$ cat src/sv/udwc_pkg.sv
// Shared types, constants and helpers for the US daylight-saving window check.
package udwc_pkg;

   localparam int unsigned NowWidth     = 32;
   localparam int unsigned MomentWidth  = 33;
   localparam int unsigned DayWidth     = 17;
   localparam int unsigned QuotWidth    = 16;
   localparam int unsigned YearOffWidth = 8;
   localparam int unsigned TodWidth     = 18;
   localparam int unsigned RuleWidth    = 2;
   localparam int unsigned OffsetWidth  = 7;
   localparam int unsigned CsrIdxWidth  = 1;
   localparam int unsigned CsrDataWidth = 7;

   localparam logic [DayWidth-1:0]    SecsPerDayW  = 17'd86400;
   localparam logic [NowWidth-1:0]    YearSecs     = 32'd31536000;
   localparam logic [NowWidth-1:0]    LeapYearSecs = 32'd31622400;

   localparam logic [8:0]  DaysPerYear  = 9'd365;
   localparam logic [DayWidth-1:0] MarchFirstOff = 17'd59;
   localparam logic [DayWidth-1:0] NovFirstOff   = 17'd304;
   localparam logic [DayWidth-1:0] DaysPerWeek   = 17'd7;
   // March 1 and November 1 both sit three weekdays on from January 1
   localparam logic [3:0]  MonthDowShift = 4'd3;
   localparam logic [2:0]  EpochDow      = 3'd4;
   localparam logic [YearOffWidth-1:0] YearOff2100 = 8'd130;

   localparam logic signed [TodWidth-1:0] SpringTodBase = 18'sd7200;
   localparam logic signed [TodWidth-1:0] SecsPerQuarter = 18'sd900;
   localparam logic signed [TodWidth-1:0] SecsPerHour    = 18'sd3600;

   localparam logic [RuleWidth-1:0] RuleUs = 2'd1;

   localparam logic [CsrIdxWidth-1:0] CsrRuleSelect = 1'd0;
   localparam logic [CsrIdxWidth-1:0] CsrBaseOffset = 1'd1;

   typedef enum logic [2:0] {
      ST_IDLE,
      ST_YEAR,
      ST_DAYS,
      ST_SPRING,
      ST_FALL,
      ST_CMP,
      ST_RESP
   } udwc_state_type;

   typedef struct packed {
      logic load;
      logic year_step;
      logic calc_days;
      logic calc_spring;
      logic calc_fall;
      logic calc_active;
   } udwc_cmd_type;

   typedef struct packed {
      logic year_done;
   } udwc_status_type;

   // year offset from 1970; within the reachable range only 2100 breaks the rule of four
   function automatic logic leap_of(input logic [YearOffWidth-1:0] yoff);
      return (yoff[1:0] == 2'd2) && (yoff != YearOff2100);
   endfunction

endpackage

$ cat src/sv/udwc_ctrl.sv
// Sequencer for the year walk and moment calculation steps.
module udwc_ctrl (
   input  logic                     clock,
   input  logic                     reset,
   input  logic                     start,
   input  udwc_pkg::udwc_status_type status,
   output udwc_pkg::udwc_cmd_type    cmd,
   output logic                     busy,
   output logic                     rsp_valid
);
   import udwc_pkg::*;

   udwc_state_type state_ff, state_in;

   always_comb begin
      state_in = state_ff;
      case (state_ff)
         ST_IDLE: begin
            if (start) begin
               state_in = ST_YEAR;
            end
         end
         ST_YEAR: begin
            if (status.year_done) begin
               state_in = ST_DAYS;
            end
         end
         ST_DAYS:   state_in = ST_SPRING;
         ST_SPRING: state_in = ST_FALL;
         ST_FALL:   state_in = ST_CMP;
         ST_CMP:    state_in = ST_RESP;
         ST_RESP:   state_in = ST_IDLE;
         default:   state_in = ST_IDLE;
      endcase
   end

   always_comb begin
      cmd             = '0;
      cmd.load        = (state_ff == ST_IDLE) && start;
      cmd.year_step   = (state_ff == ST_YEAR) && !status.year_done;
      cmd.calc_days   = (state_ff == ST_DAYS);
      cmd.calc_spring = (state_ff == ST_SPRING);
      cmd.calc_fall   = (state_ff == ST_FALL);
      cmd.calc_active = (state_ff == ST_CMP);
      busy            = (state_ff != ST_IDLE);
      rsp_valid       = (state_ff == ST_RESP);
   end

   always_ff @(posedge clock) begin
      if (reset) begin
         state_ff <= ST_IDLE;
      end else begin
         state_ff <= state_in;
      end
   end

endmodule

$ cat src/sv/udwc_datapath.sv
// Datapath: config registers, year walk, transition moments and window compare.
module udwc_datapath (
   input  logic                                  clock,
   input  logic                                  reset,
   input  udwc_pkg::udwc_cmd_type                cmd,
   output udwc_pkg::udwc_status_type             status,
   input  logic [udwc_pkg::NowWidth-1:0]         req_now_utc,
   input  logic                                  csr_we,
   input  logic [udwc_pkg::CsrIdxWidth-1:0]      csr_index,
   input  logic [udwc_pkg::CsrDataWidth-1:0]     csr_wdata,
   output logic                                  rsp_dst_active,
   output logic                                  rsp_adjustment_hours,
   output logic [udwc_pkg::MomentWidth-1:0]      rsp_spring_moment,
   output logic [udwc_pkg::MomentWidth-1:0]      rsp_fall_moment
);
   import udwc_pkg::*;

   logic [RuleWidth-1:0]    rule_ff;
   logic [OffsetWidth-1:0]  offset_ff;

   logic [NowWidth-1:0]     now_ff, now_in;
   logic [NowWidth-1:0]     rem_ff, rem_in;
   logic [QuotWidth-1:0]    ys_ff, ys_in;
   logic [YearOffWidth-1:0] yoff_ff, yoff_in;
   logic [2:0]              dow_ff, dow_in;
   logic [DayWidth-1:0]     sday_ff, sday_in;
   logic [DayWidth-1:0]     fday_ff, fday_in;
   logic [MomentWidth-1:0]  spring_ff, spring_in;
   logic [MomentWidth-1:0]  fall_ff, fall_in;
   logic                    active_ff, active_in;

   logic                        leap;
   logic [8:0]                  year_len;
   logic [NowWidth-1:0]         year_secs;
   logic [3:0]                  dow_sum;
   logic [2:0]                  month_dow;
   logic [2:0]                  delta;
   logic [DayWidth-1:0]         march_day;
   logic signed [TodWidth-1:0]  qh_ext;
   logic signed [TodWidth-1:0]  spring_tod;
   logic signed [TodWidth-1:0]  fall_tod;
   logic [DayWidth-1:0]         mul_day;
   logic signed [TodWidth-1:0]  mul_tod;
   logic [MomentWidth:0]        mul_prod;
   logic signed [MomentWidth+1:0] moment;

   always_ff @(posedge clock) begin
      if (reset) begin
         rule_ff   <= '0;
         offset_ff <= '0;
      end else if (csr_we) begin
         case (csr_index)
            CsrRuleSelect: rule_ff   <= csr_wdata[RuleWidth-1:0];
            CsrBaseOffset: offset_ff <= csr_wdata[OffsetWidth-1:0];
            default: ;
         endcase
      end
   end

   // year bookkeeping
   always_comb begin
      leap      = leap_of(yoff_ff);
      year_len  = DaysPerYear + 9'(leap);
      year_secs = leap ? LeapYearSecs : YearSecs;
      status.year_done = (rem_ff < year_secs);
      dow_sum  = {1'b0, dow_ff} + MonthDowShift + 4'(leap);
      month_dow = (dow_sum >= 4'd7) ? 3'(dow_sum - 4'd7) : dow_sum[2:0];
      delta    = (month_dow == 3'd0) ? 3'd0 : 3'(4'd7 - {1'b0, month_dow});
      march_day = {1'b0, ys_ff} + MarchFirstOff + 17'(leap) + 17'(delta);
   end

   // signed time of day of each transition
   always_comb begin
      qh_ext     = 18'(signed'(offset_ff));
      spring_tod = SpringTodBase - qh_ext * SecsPerQuarter;
      fall_tod   = spring_tod - SecsPerHour;
      mul_day    = cmd.calc_fall ? fday_ff : sday_ff;
      mul_tod    = cmd.calc_fall ? fall_tod : spring_tod;
      mul_prod   = 34'(mul_day) * 34'(SecsPerDayW);
      moment     = signed'({1'b0, mul_prod}) + 35'(mul_tod);
   end

   always_comb begin
      logic [3:0] dow_adv;
      now_in    = now_ff;
      rem_in    = rem_ff;
      ys_in     = ys_ff;
      yoff_in   = yoff_ff;
      dow_in    = dow_ff;
      sday_in   = sday_ff;
      fday_in   = fday_ff;
      spring_in = spring_ff;
      fall_in   = fall_ff;
      active_in = active_ff;
      dow_adv   = {1'b0, dow_ff} + 4'd1 + 4'(leap);
      if (cmd.load) begin
         now_in  = req_now_utc;
         rem_in  = req_now_utc;
         ys_in   = '0;
         yoff_in = '0;
         dow_in  = EpochDow;
      end
      if (cmd.year_step) begin
         rem_in  = rem_ff - year_secs;
         ys_in   = ys_ff + {7'b0, year_len};
         yoff_in = yoff_ff + 8'd1;
         dow_in  = (dow_adv >= 4'd7) ? 3'(dow_adv - 4'd7) : dow_adv[2:0];
      end
      if (cmd.calc_days) begin
         sday_in = march_day + DaysPerWeek;
         fday_in = {1'b0, ys_ff} + NovFirstOff + 17'(leap) + 17'(delta);
      end
      if (cmd.calc_spring) begin
         spring_in = moment[MomentWidth-1:0];
      end
      if (cmd.calc_fall) begin
         fall_in = moment[MomentWidth-1:0];
      end
      if (cmd.calc_active) begin
         active_in = (rule_ff == RuleUs)
                     && ({1'b0, now_ff} >= spring_ff)
                     && ({1'b0, now_ff} < fall_ff);
      end
   end

   always_ff @(posedge clock) begin
      now_ff    <= now_in;
      rem_ff    <= rem_in;
      ys_ff     <= ys_in;
      yoff_ff   <= yoff_in;
      dow_ff    <= dow_in;
      sday_ff   <= sday_in;
      fday_ff   <= fday_in;
      spring_ff <= spring_in;
      fall_ff   <= fall_in;
      active_ff <= active_in;
   end

   assign rsp_dst_active       = active_ff;
   assign rsp_adjustment_hours = active_ff;
   assign rsp_spring_moment    = spring_ff;
   assign rsp_fall_moment      = fall_ff;

endmodule

$ cat src/sv/us_dst_window_check_core.sv
// US daylight-saving window check: top level joining sequencer and datapath.
// The sequencer walks the years since 1970 (0 to 136 of them), one year of seconds a cycle,
// then finds the days, the spring and fall moments and the window compare before rsp_valid.
// A new item is taken only in idle; busy stays high until the result cycle ends.
// Synchronous active-high reset returns the sequencer to idle and both registers to 0.
// Each result is shown for one cycle only and the receiver cannot stall it.
module us_dst_window_check_core (
   input  logic                                  clock,
   input  logic                                  reset,
   input  logic                                  start,
   output logic                                  busy,
   input  logic [udwc_pkg::NowWidth-1:0]         req_now_utc,
   output logic                                  rsp_valid,
   output logic                                  rsp_dst_active,
   output logic                                  rsp_adjustment_hours,
   output logic [udwc_pkg::MomentWidth-1:0]      rsp_spring_moment,
   output logic [udwc_pkg::MomentWidth-1:0]      rsp_fall_moment,
   input  logic                                  csr_we,
   input  logic [udwc_pkg::CsrIdxWidth-1:0]      csr_index,
   input  logic [udwc_pkg::CsrDataWidth-1:0]     csr_wdata
);
   import udwc_pkg::*;

   udwc_cmd_type    cmd;
   udwc_status_type status;

   udwc_ctrl u_ctrl (
      .clock     (clock),
      .reset     (reset),
      .start     (start),
      .status    (status),
      .cmd       (cmd),
      .busy      (busy),
      .rsp_valid (rsp_valid)
   );

   udwc_datapath u_datapath (
      .clock                (clock),
      .reset                (reset),
      .cmd                  (cmd),
      .status               (status),
      .req_now_utc          (req_now_utc),
      .csr_we               (csr_we),
      .csr_index            (csr_index),
      .csr_wdata            (csr_wdata),
      .rsp_dst_active       (rsp_dst_active),
      .rsp_adjustment_hours (rsp_adjustment_hours),
      .rsp_spring_moment    (rsp_spring_moment),
      .rsp_fall_moment      (rsp_fall_moment)
   );

endmodule

$ cat config.mk
export PLATFORM = sky130hd
export DESIGN_NAME = us_dst_window_check_core
export DESIGN_NICKNAME = d
export VERILOG_FILES = /design/src/sv/udwc_pkg.sv /design/src/sv/udwc_ctrl.sv /design/src/sv/udwc_datapath.sv /design/src/sv/us_dst_window_check_core.sv
export SDC_FILE = /design/constraint.sdc
export NUM_CORES = 1
export LEC_CHECK = 0
export ABC_AREA = 0
export BUFFER_PORTS_ARGS = -buffer_cell sky130_fd_sc_hd__buf_2
export CAP_MARGIN = 20
export CORE_MARGIN = 8
export CORE_UTILIZATION = 40
export CTS_CLUSTER_DIAMETER = 200
export DETAILED_ROUTE_END_ITERATION = 8
export GPL_TIMING_DRIVEN = 0
export PLACE_DENSITY = 0.63
export SYNTH_ARGS = -nofsm -noshare
export SYNTH_HDL_FRONTEND = slang
export SYNTH_SLANG_ARGS = --single-unit
$ cat constraint.sdc
create_clock -name clock -period 10.95 [get_ports clock]
set_clock_uncertainty 0.1 [all_clocks]
set_input_delay 2.19 -clock clock [delete_from_list [all_inputs] [get_ports clock]]
set_output_delay 2.19 -clock clock [all_outputs]
set_load 0.02 [all_outputs]
==> results list, run 1 <==
- Count of cells resized by post-cts repair: 0
* CTS tree: yes
- Measured along the y axis, the die boundary spans 215 um.
- Number of flops mapped to enable cells by yosys: 180
* Fin nets: 2002
* Floorplan core area: 39400 um2
* Via count of the routed design: 11400
- Area enclosed by the die boundary: 46200 um2
* Unrepaired setup endpoints after global routing: no
* TritonCTS sink count: 192
- After clock tree synthesis, the clock-pin slew on the worst setup and hold paths is 0.07 ns.
* Period Utilization, post-route: 0.823
- Worst-case clock buffer depth: 2
- After synthesis, the cell types taking the most area are sky130_fd_sc_hd__edfxtp_1, sky130_fd_sc_hd__ha_1, sky130_fd_sc_hd__fa_1.
* Mean Syn Cell Area: 10.2 um2
* Cell depth of the worst min-delay path: 2
- Final count of hold timing violations: 0
- Count of filler cells inserted in the layout: 3740
* Hold Path Class: reg -> reg
* Arrival @ worst endpoint: 9.09 ns
* Die width: 215 um
- Library cell occupying the most area in the post-synthesis netlist: sky130_fd_sc_hd__edfxtp_1
- Slew Limit Headroom: 0.282
- Routability-driven placement finished with a final weighted congestion of 0.851.
* Data required time of the worst path: 11.03 ns
- Number of antenna violations at the first check in global routing: 5
- Compared with the post-synthesis result, the final layout area differs by 12.2%.
- Number of buffers created by CTS: 17
- Derived from the worst setup path, the maximum achievable clock frequency is 111 MHz.
- Sum of routed wire length over all layers: 37.7 mm
- Synthesis instantiated 88 different standard cells from the library.
- Max cap viols: 0
- Async set or reset register ratio after synthesis: 0
* Number of detailed-route iterations in the first pass: 5
- Post-detail-place hpwl: 30.8 mm
- Max-slew violation count: 0
- Initial cell density of the core: 0.402
- Final antenna-violating net count: 0
- The most used flip-flop cell after synthesis is sky130_fd_sc_hd__edfxtp_1.
* Transition time of the tightest slew-check pin: 1.07 ns
- Total routing resource utilization after global routing: 0.161
- Drt via density: 5.14
* Part of the Yosys area used for sequential elements: 0.357
- Global-route congestion overflow total: 0
- During synthesis, Yosys emitted a total of 0 warnings.
- Netlist area before placement: 15800 um2
- The worst register-to-register path has a depth of 29.
- The worst setup path is of the reg -> reg kind.
* Final critical delay including setup and external delays: 9.02 ns
* Site Rows: 73
- Setup TNS: 0 ns
- Insertion delay of the later-clocked pin in the worst-skew pair: 0.44 ns
- Gate count after technology mapping: 1551
- H-tree lvl count: 4
- Number of global-route vias before repair: 11500
- Crit-path max cell delay: 0.82 ns
- Global-route wire length before repair: 60.3 mm
* Clk Tree Root Cell: sky130_fd_sc_hd__clkbuf_16
- The share of synthesized area in the top cell type comes to 0.342.
* Flip-flop and latch area: 5650 um2
* Slowest stage cell on the critical path: sky130_fd_sc_hd__nor2_1
- Initial DRC Count: 716
- Among the stages of the critical path, the cell type that occurs most often is sky130_fd_sc_hd__inv_1.
* Maximum fanout along the worst path: 10
- IO Count: 114
- Once the clock tree was built, the setup fixing pass inserted 0 buffers.
- Fraction of final layout cells sized beyond drive strength 1: 0.113
- Buffers inserted to repair hold after CTS numbered 0.
- The run finished with clean final reports.
- STA classifies the critical path endpoint as a flip-flop.
- Setup violations remaining at the end of the flow were counted as 0.
- Entering global routing, the biggest net connects 33 pins.
- Multi-input gate area in the final layout: 9150 um2
* Nature of the critical path startpoint: flip-flop
* IO Port Bufs: 107
* Yosys reg bits: 192
- After detailed routing, the number of remaining DRC violations is 0.
- After detailed routing, the average wire length per cell comes to 16.9 um.
[path summary, 6_finish.rpt]
path	start	endpoint	slack, ns
worst min-delay path	u_datapath.rule_ff[0]	u_datapath.rule_ff[0]	0.39
worst max register to register	u_ctrl.state_ff[2]	u_datapath.rsp_spring_moment[32]	1.93
worst min register to register	u_datapath.rule_ff[0]	u_datapath.rule_ff[0]	0.39
worst max-delay path	u_ctrl.state_ff[2]	u_datapath.rsp_spring_moment[32]	1.93
[cell families (layout without fill, tap and decap cells)]
family | Yosys count | in the layout | synth area share
AO/OA/AOI/OAI | 278 | 278 | 0.123
XOR/XNOR | 141 | 141 | 0.0818
adder cells (fa/ha/maj) | 274 | 274 | 0.239
buffers and inverters | 270 | 414 | 0.0669
flip-flops | 192 | 192 | 0.357
multiplexers | 23 | 23 | 0.0150
other | 1 | 5 | 0.000237
AND/OR/NAND/NOR | 372 | 372 | 0.117
[state kept, by name, summed over array words and instances, names as in the netlist, 7 cells and up]
name and flops:
u_datapath.rsp_fall_moment 31, u_datapath.yoff_ff 8, u_datapath.now_ff 32, u_datapath.ys_ff 16, u_datapath.sday_ff 16, u_datapath.rem_ff 25, u_datapath.fday_ff 17, u_datapath.offset_ff 7
u_datapath.rsp_spring_moment 31
[cell usage after synthesis, types with 26 or more instances]
cell and instances:
sky130_fd_sc_hd__xor2_1 37, sky130_fd_sc_hd__nand3_1 32, sky130_fd_sc_hd__o21ai_0 60, sky130_fd_sc_hd__a21o_1 35
sky130_fd_sc_hd__ha_1 226, sky130_fd_sc_hd__edfxtp_1 180, sky130_fd_sc_hd__nor2_1 104, sky130_fd_sc_hd__nand2_1 87
sky130_fd_sc_hd__xnor2_1 99, sky130_fd_sc_hd__inv_1 234, sky130_fd_sc_hd__a21oi_1 77, sky130_fd_sc_hd__fa_1 47
sky130_fd_sc_hd__clkbuf_1 26, sky130_fd_sc_hd__nor2b_1 27
[through the flow]
stage / cells / hold WS (ns) / setup WS (ns) / cell area, um2 / utilization
detailed placement: 2191 / 0.365 / 2.02 / 17100 / 0.435
global placement: 2186 / 0.346 / 1.15 / 17000 / 0.432
CTS: 2223 / 0.385 / 1.97 / 17700 / 0.450
global route: 2223 / 0.425 / 1.51 / 17700 / 0.450
finish: 2224 / 0.385 / 1.93 / 17700 / 0.451
floorplan: 1554 / 0.332 / 3.50 / 15800 / -
[final cells by class]
type                       instances  area share
multi-input combinational       1092       0.516
sequential                       192       0.318
inverter                         234      0.0495
antenna                            1    0.000141
tap                              525      0.0370
timing repair buffer             112      0.0355
buffer                            36      0.0102
clock buffer                      17      0.0240
clock inverter                    15     0.00938
[layer usage]
metal,global-route usage,vias to the layer above,wire [um]
met5,0,-,34
met4,0.0350,6,546
met3,0.0503,50,2710
met2,0.268,274,17700
met1,0.204,5454,16700
li1,-,5650,-
[critical path: cells and delay by family, from the launching register on]
| family | cells | cell delay (ns) |
|---|---|---|
| compound gates | 9 | 2.45 |
| xor+xnor | 2 | 0.25 |
| buf+inv | 6 | 1.04 |
| flops | 1 | 0.50 |
| mux | 1 | 0.41 |
| fa+ha+maj | 7 | 2.65 |
| simple gates | 4 | 1.31 |
[cells in the final DEF (no fill, tap or decap), types with 4 or more instances in the layout]
| cell type | n |
|---|---|
| sky130_fd_sc_hd__nor3_1 | 24 |
| sky130_fd_sc_hd__o21a_1 | 19 |
| sky130_fd_sc_hd__dfxtp_1 | 12 |
| sky130_fd_sc_hd__nor4_1 | 7 |
| sky130_fd_sc_hd__inv_1 | 234 |
| sky130_fd_sc_hd__and3_1 | 11 |
| sky130_fd_sc_hd__o21bai_1 | 5 |
| sky130_fd_sc_hd__a21oi_1 | 77 |
| sky130_fd_sc_hd__nand2b_1 | 24 |
| sky130_fd_sc_hd__nand3_1 | 32 |
| sky130_fd_sc_hd__edfxtp_1 | 180 |
| sky130_fd_sc_hd__xor2_1 | 37 |
| sky130_fd_sc_hd__nor3b_1 | 6 |
| sky130_fd_sc_hd__mux2i_1 | 18 |
| sky130_fd_sc_hd__or3_1 | 6 |
| sky130_fd_sc_hd__clkinv_1 | 5 |
| sky130_fd_sc_hd__clkbuf_1 | 25 |
| sky130_fd_sc_hd__a21o_1 | 35 |
| sky130_fd_sc_hd__nand2_1 | 87 |
| sky130_fd_sc_hd__nand3b_1 | 5 |
| sky130_fd_sc_hd__mux2_2 | 5 |
| sky130_fd_sc_hd__nor2_1 | 103 |
| sky130_fd_sc_hd__buf_2 | 107 |
| sky130_fd_sc_hd__fa_1 | 47 |
| sky130_fd_sc_hd__o31ai_1 | 5 |
| sky130_fd_sc_hd__nor2b_1 | 27 |
| sky130_fd_sc_hd__ha_1 | 226 |
| sky130_fd_sc_hd__conb_1 | 4 |
| sky130_fd_sc_hd__o211ai_1 | 8 |
| sky130_fd_sc_hd__a31oi_1 | 8 |
| sky130_fd_sc_hd__clkbuf_16 | 17 |
| sky130_fd_sc_hd__buf_4 | 8 |
| sky130_fd_sc_hd__and2_1 | 5 |
| sky130_fd_sc_hd__nand4_1 | 14 |
| sky130_fd_sc_hd__xnor2_1 | 99 |
| sky130_fd_sc_hd__a211oi_1 | 7 |
| sky130_fd_sc_hd__o21ai_0 | 59 |
| sky130_fd_sc_hd__a211o_1 | 5 |
Power of run 1 is not shown: default switching activity piles up to over one toggle a cycle in this logic, so the estimate is an artifact.
==> run 2, diff against run 1 <==
- PLACE_DENSITY: 0.63 -> 0.65
- clock period: 10.95 -> 7.4 ns (I/O delays scaled with it)
==> results list, run 2 (synthesis results as in run 1) <==
- The buffering stage count on the worst path with inverters included was 6 (unchanged).
- The die boundary width came to 215 um (unchanged).
- Total routing resource utilization after global routing: 0.162 (+0.000410)
- The clock transition time at the flip-flop clock pins of the worst setup and hold paths came to 0.07 ns (about the same).
- Global-route wire length before repair: 60.1 mm (-0.21%)
- Hold Path Class: reg -> reg
* Levels on crit path: 27 (-6.9%)
- The number of buffers created by CTS came to 17 (unchanged).
- The number of ports placed on the die boundary is 114 (unchanged).
- Insertion delay of the later-clocked pin in the worst-skew pair: 0.45 ns (about the same)
* Number of global-route vias before repair: 11400 (-0.92%)
* Smallest setup slack after layout: 0.240 ns (-1.69 ns)
- Number of buffers inserted for hold repair after clock tree synthesis: 0 (unchanged)
- The worst setup path is launched from a flip-flop.
- Leaving out fill and tap cells, the most frequent cells in the layout are sky130_fd_sc_hd__inv_1, sky130_fd_sc_hd__ha_1, sky130_fd_sc_hd__edfxtp_1.
- The number of flip-flops in the largest register is 32 (unchanged).
* Highest clock frequency the design can meet: 140 MHz (+26%)
- Area enclosed by the die boundary: 46200 um2 (unchanged)
- Fraction of final layout cells sized beyond drive strength 1: 0.154 (+0.0411)
- Transition time of the tightest slew-check pin: 0.988 ns (-0.0852 ns)
- Most used cell along the critical path: sky130_fd_sc_hd__inv_1
- Global-route congestion overflow total: 0 (unchanged)
- Pre-CTS worst setup slack: -1.61 ns (-3.63 ns)
- TritonCTS built the clock tree.
* IO Port Bufs: 107 (unchanged)
* Sum of routed wire length over all layers: 38.3 mm (+1.7%)
* Routability Congestion: 0.870 (+2.3%)
- The number of maximum-capacitance violations is 0 (unchanged).
- STA classifies the critical path endpoint as a flip-flop.
* Floorplan core area: 39400 um2 (unchanged)
- The library cell used most frequently in the layout, excluding fill and tap cells, is sky130_fd_sc_hd__inv_1.
* Register bank with the most flops: u_datapath.now_ff
- The total clock sinks was 192 (unchanged).
* Final antenna-violating net count: 0 (unchanged)
- Post-detail-place hpwl: 30.7 mm (-0.35%)
* Final setup fails: 0 (unchanged)
* Period Utilization, post-route: 0.968 (+0.144)
- Outcome: complete, no violations
- The overall via count from detail_route was 11600 (+1.7%).
- The worst register-to-register path begins at u_ctrl.state_ff[1].
* Worst-case clock buffer depth: 2 (unchanged)
* Slew Limit Headroom: 0.340 (+0.0579)
* Cell depth of the worst flop-to-flop path: 27 (-6.9%)
- The critical path starts at u_ctrl.state_ff[1].
* Final count of hold timing violations: 0 (unchanged)
- Maximum number of pins on one net before global-route repair: 33 (unchanged)
- The antenna diode count is 0 (-1).
- Fin nets: 2031 (+1.4%)
- Number of detailed-route iterations in the first pass: 5 (unchanged)
* Max-slew violation count: 0 (unchanged)
- Number of antenna violations at the first check in global routing: 4 (-1)
- Number of cells after detailed placement: 2191 (unchanged)
- Among all stages on the critical path, the largest delay is contributed by sky130_fd_sc_hd__fa_1.
- The minimum period implied by the final worst setup slack was 7.16 ns (-1.86 ns).
- Filler-free cell count of the finished design: 2250 (+1.2%)
- The DRC violation count after routing came to 0 (unchanged).
- The number of DRC markers after the initial detailed-route iteration was 812 (+13%).
- H-tree lvl count: 4 (unchanged)
* Site Rows: 73 (unchanged)
* Setup slack of the most critical reg-to-reg path: 0.24 ns (-1.69 ns)
- The maximum cell stage delay along the critical path came to 0.50 ns (-0.32 ns).
* Clk Tree Root Cell: sky130_fd_sc_hd__clkbuf_16
* Critical Path End: u_datapath.rsp_fall_moment[28]
- The largest fanout on the critical path was 7 (-3).
- Arrival @ worst endpoint: 7.24 ns (-1.85 ns)
* Height of the die: 215 um (unchanged)
- R2r endpoint: u_datapath.rsp_fall_moment[28]
* Post-DR wirelength/cell: 17.0 um (+0.48%)
* Drt via density: 5.17 (+0.54%)
* Category of the most critical setup path: reg -> reg
- The initial cell density of the core came to 0.402 (unchanged).
* Data required time of the worst path: 7.48 ns (-3.55 ns)
* Cell family with the largest share of critical-path delay: adder cells
* Layout area overhead: 15.5%
run 2: cell types whose count changed in the layout (fill, tap and decap cells not counted), moves of 4 or more:
cell and delta:
sky130_fd_sc_hd__buf_4 +28, sky130_fd_sc_hd__mux2i_1 -8, sky130_fd_sc_hd__ha_1 -6, sky130_fd_sc_hd__inv_1 -5, sky130_fd_sc_hd__mux2i_2 +5, sky130_fd_sc_hd__dfxtp_1 -4, sky130_fd_sc_hd__ha_4 +4, sky130_fd_sc_hd__inv_2 +4
sky130_fd_sc_hd__mux2_2 -4, sky130_fd_sc_hd__mux2_4 +4, sky130_fd_sc_hd__xor2_1 -4
run 2: repair_timing:
action	4_1_cts	5_1_grt
setup endpoints to repair	28	24
gates cloned	0	1
pin swaps	9	19
buffers inserted	8	21
gates resized for setup	27	45
run 2: how the worst min path moves through the flow:
stage	from	end	depth (start not counted)
finish	u_datapath.rule_ff[0]	u_datapath.rule_ff[0]	2
global route	u_datapath.rule_ff[0]	u_datapath.rule_ff[0]	2
CTS	u_datapath.rule_ff[0]	u_datapath.rule_ff[0]	2
detailed placement	u_datapath.rule_ff[0]	u_datapath.rule_ff[0]	2
global placement	u_datapath.rule_ff[0]	u_datapath.rule_ff[0]	2
floorplan	u_datapath.rule_ff[0]	u_datapath.rule_ff[0]	2
run 2: stage by stage:
step           TNS, ns  hold WS [ns]  area [um2]  utilization
2_1_floorplan        0         0.332       15800            -
3_3_place_gp   -118.53         0.345       17000        0.432
3_5_place_dp    -27.51         0.357       17100        0.435
4_1_cts              0         0.368       17900        0.454
5_1_grt         -0.102         0.396       18300        0.464
6_report             0         0.366       18300        0.464
run 2: tightest hold or removal path, delay by kind of cell (launching register included):
kind / cells / cell delay, ns
flip-flops: 1 / 0.31
AND/OR/NAND/NOR: 1 / 0.05
AO/OA/AOI/OAI: 1 / 0.06
run 2: layout make-up:
cell class,instances,area [um2]
buffer,35,210
clock buffer,20,437
clock inverter,10,114
fill,3676,21100
inverter,234,882
multi-input combinational,1092,9470
sequential,192,5660
tap,525,657
timing repair buffer,142,838
run 2: layer usage:
metal  track usage  wire [um]  vias to the layer above
li1              -          -                     5686
met1         0.211      17300                     5649
met2         0.266      18000                      243
met3        0.0433       2390                       46
met4        0.0372        550                        6
met5             0         38                        -
Power of run 2 is left out for the same reason.
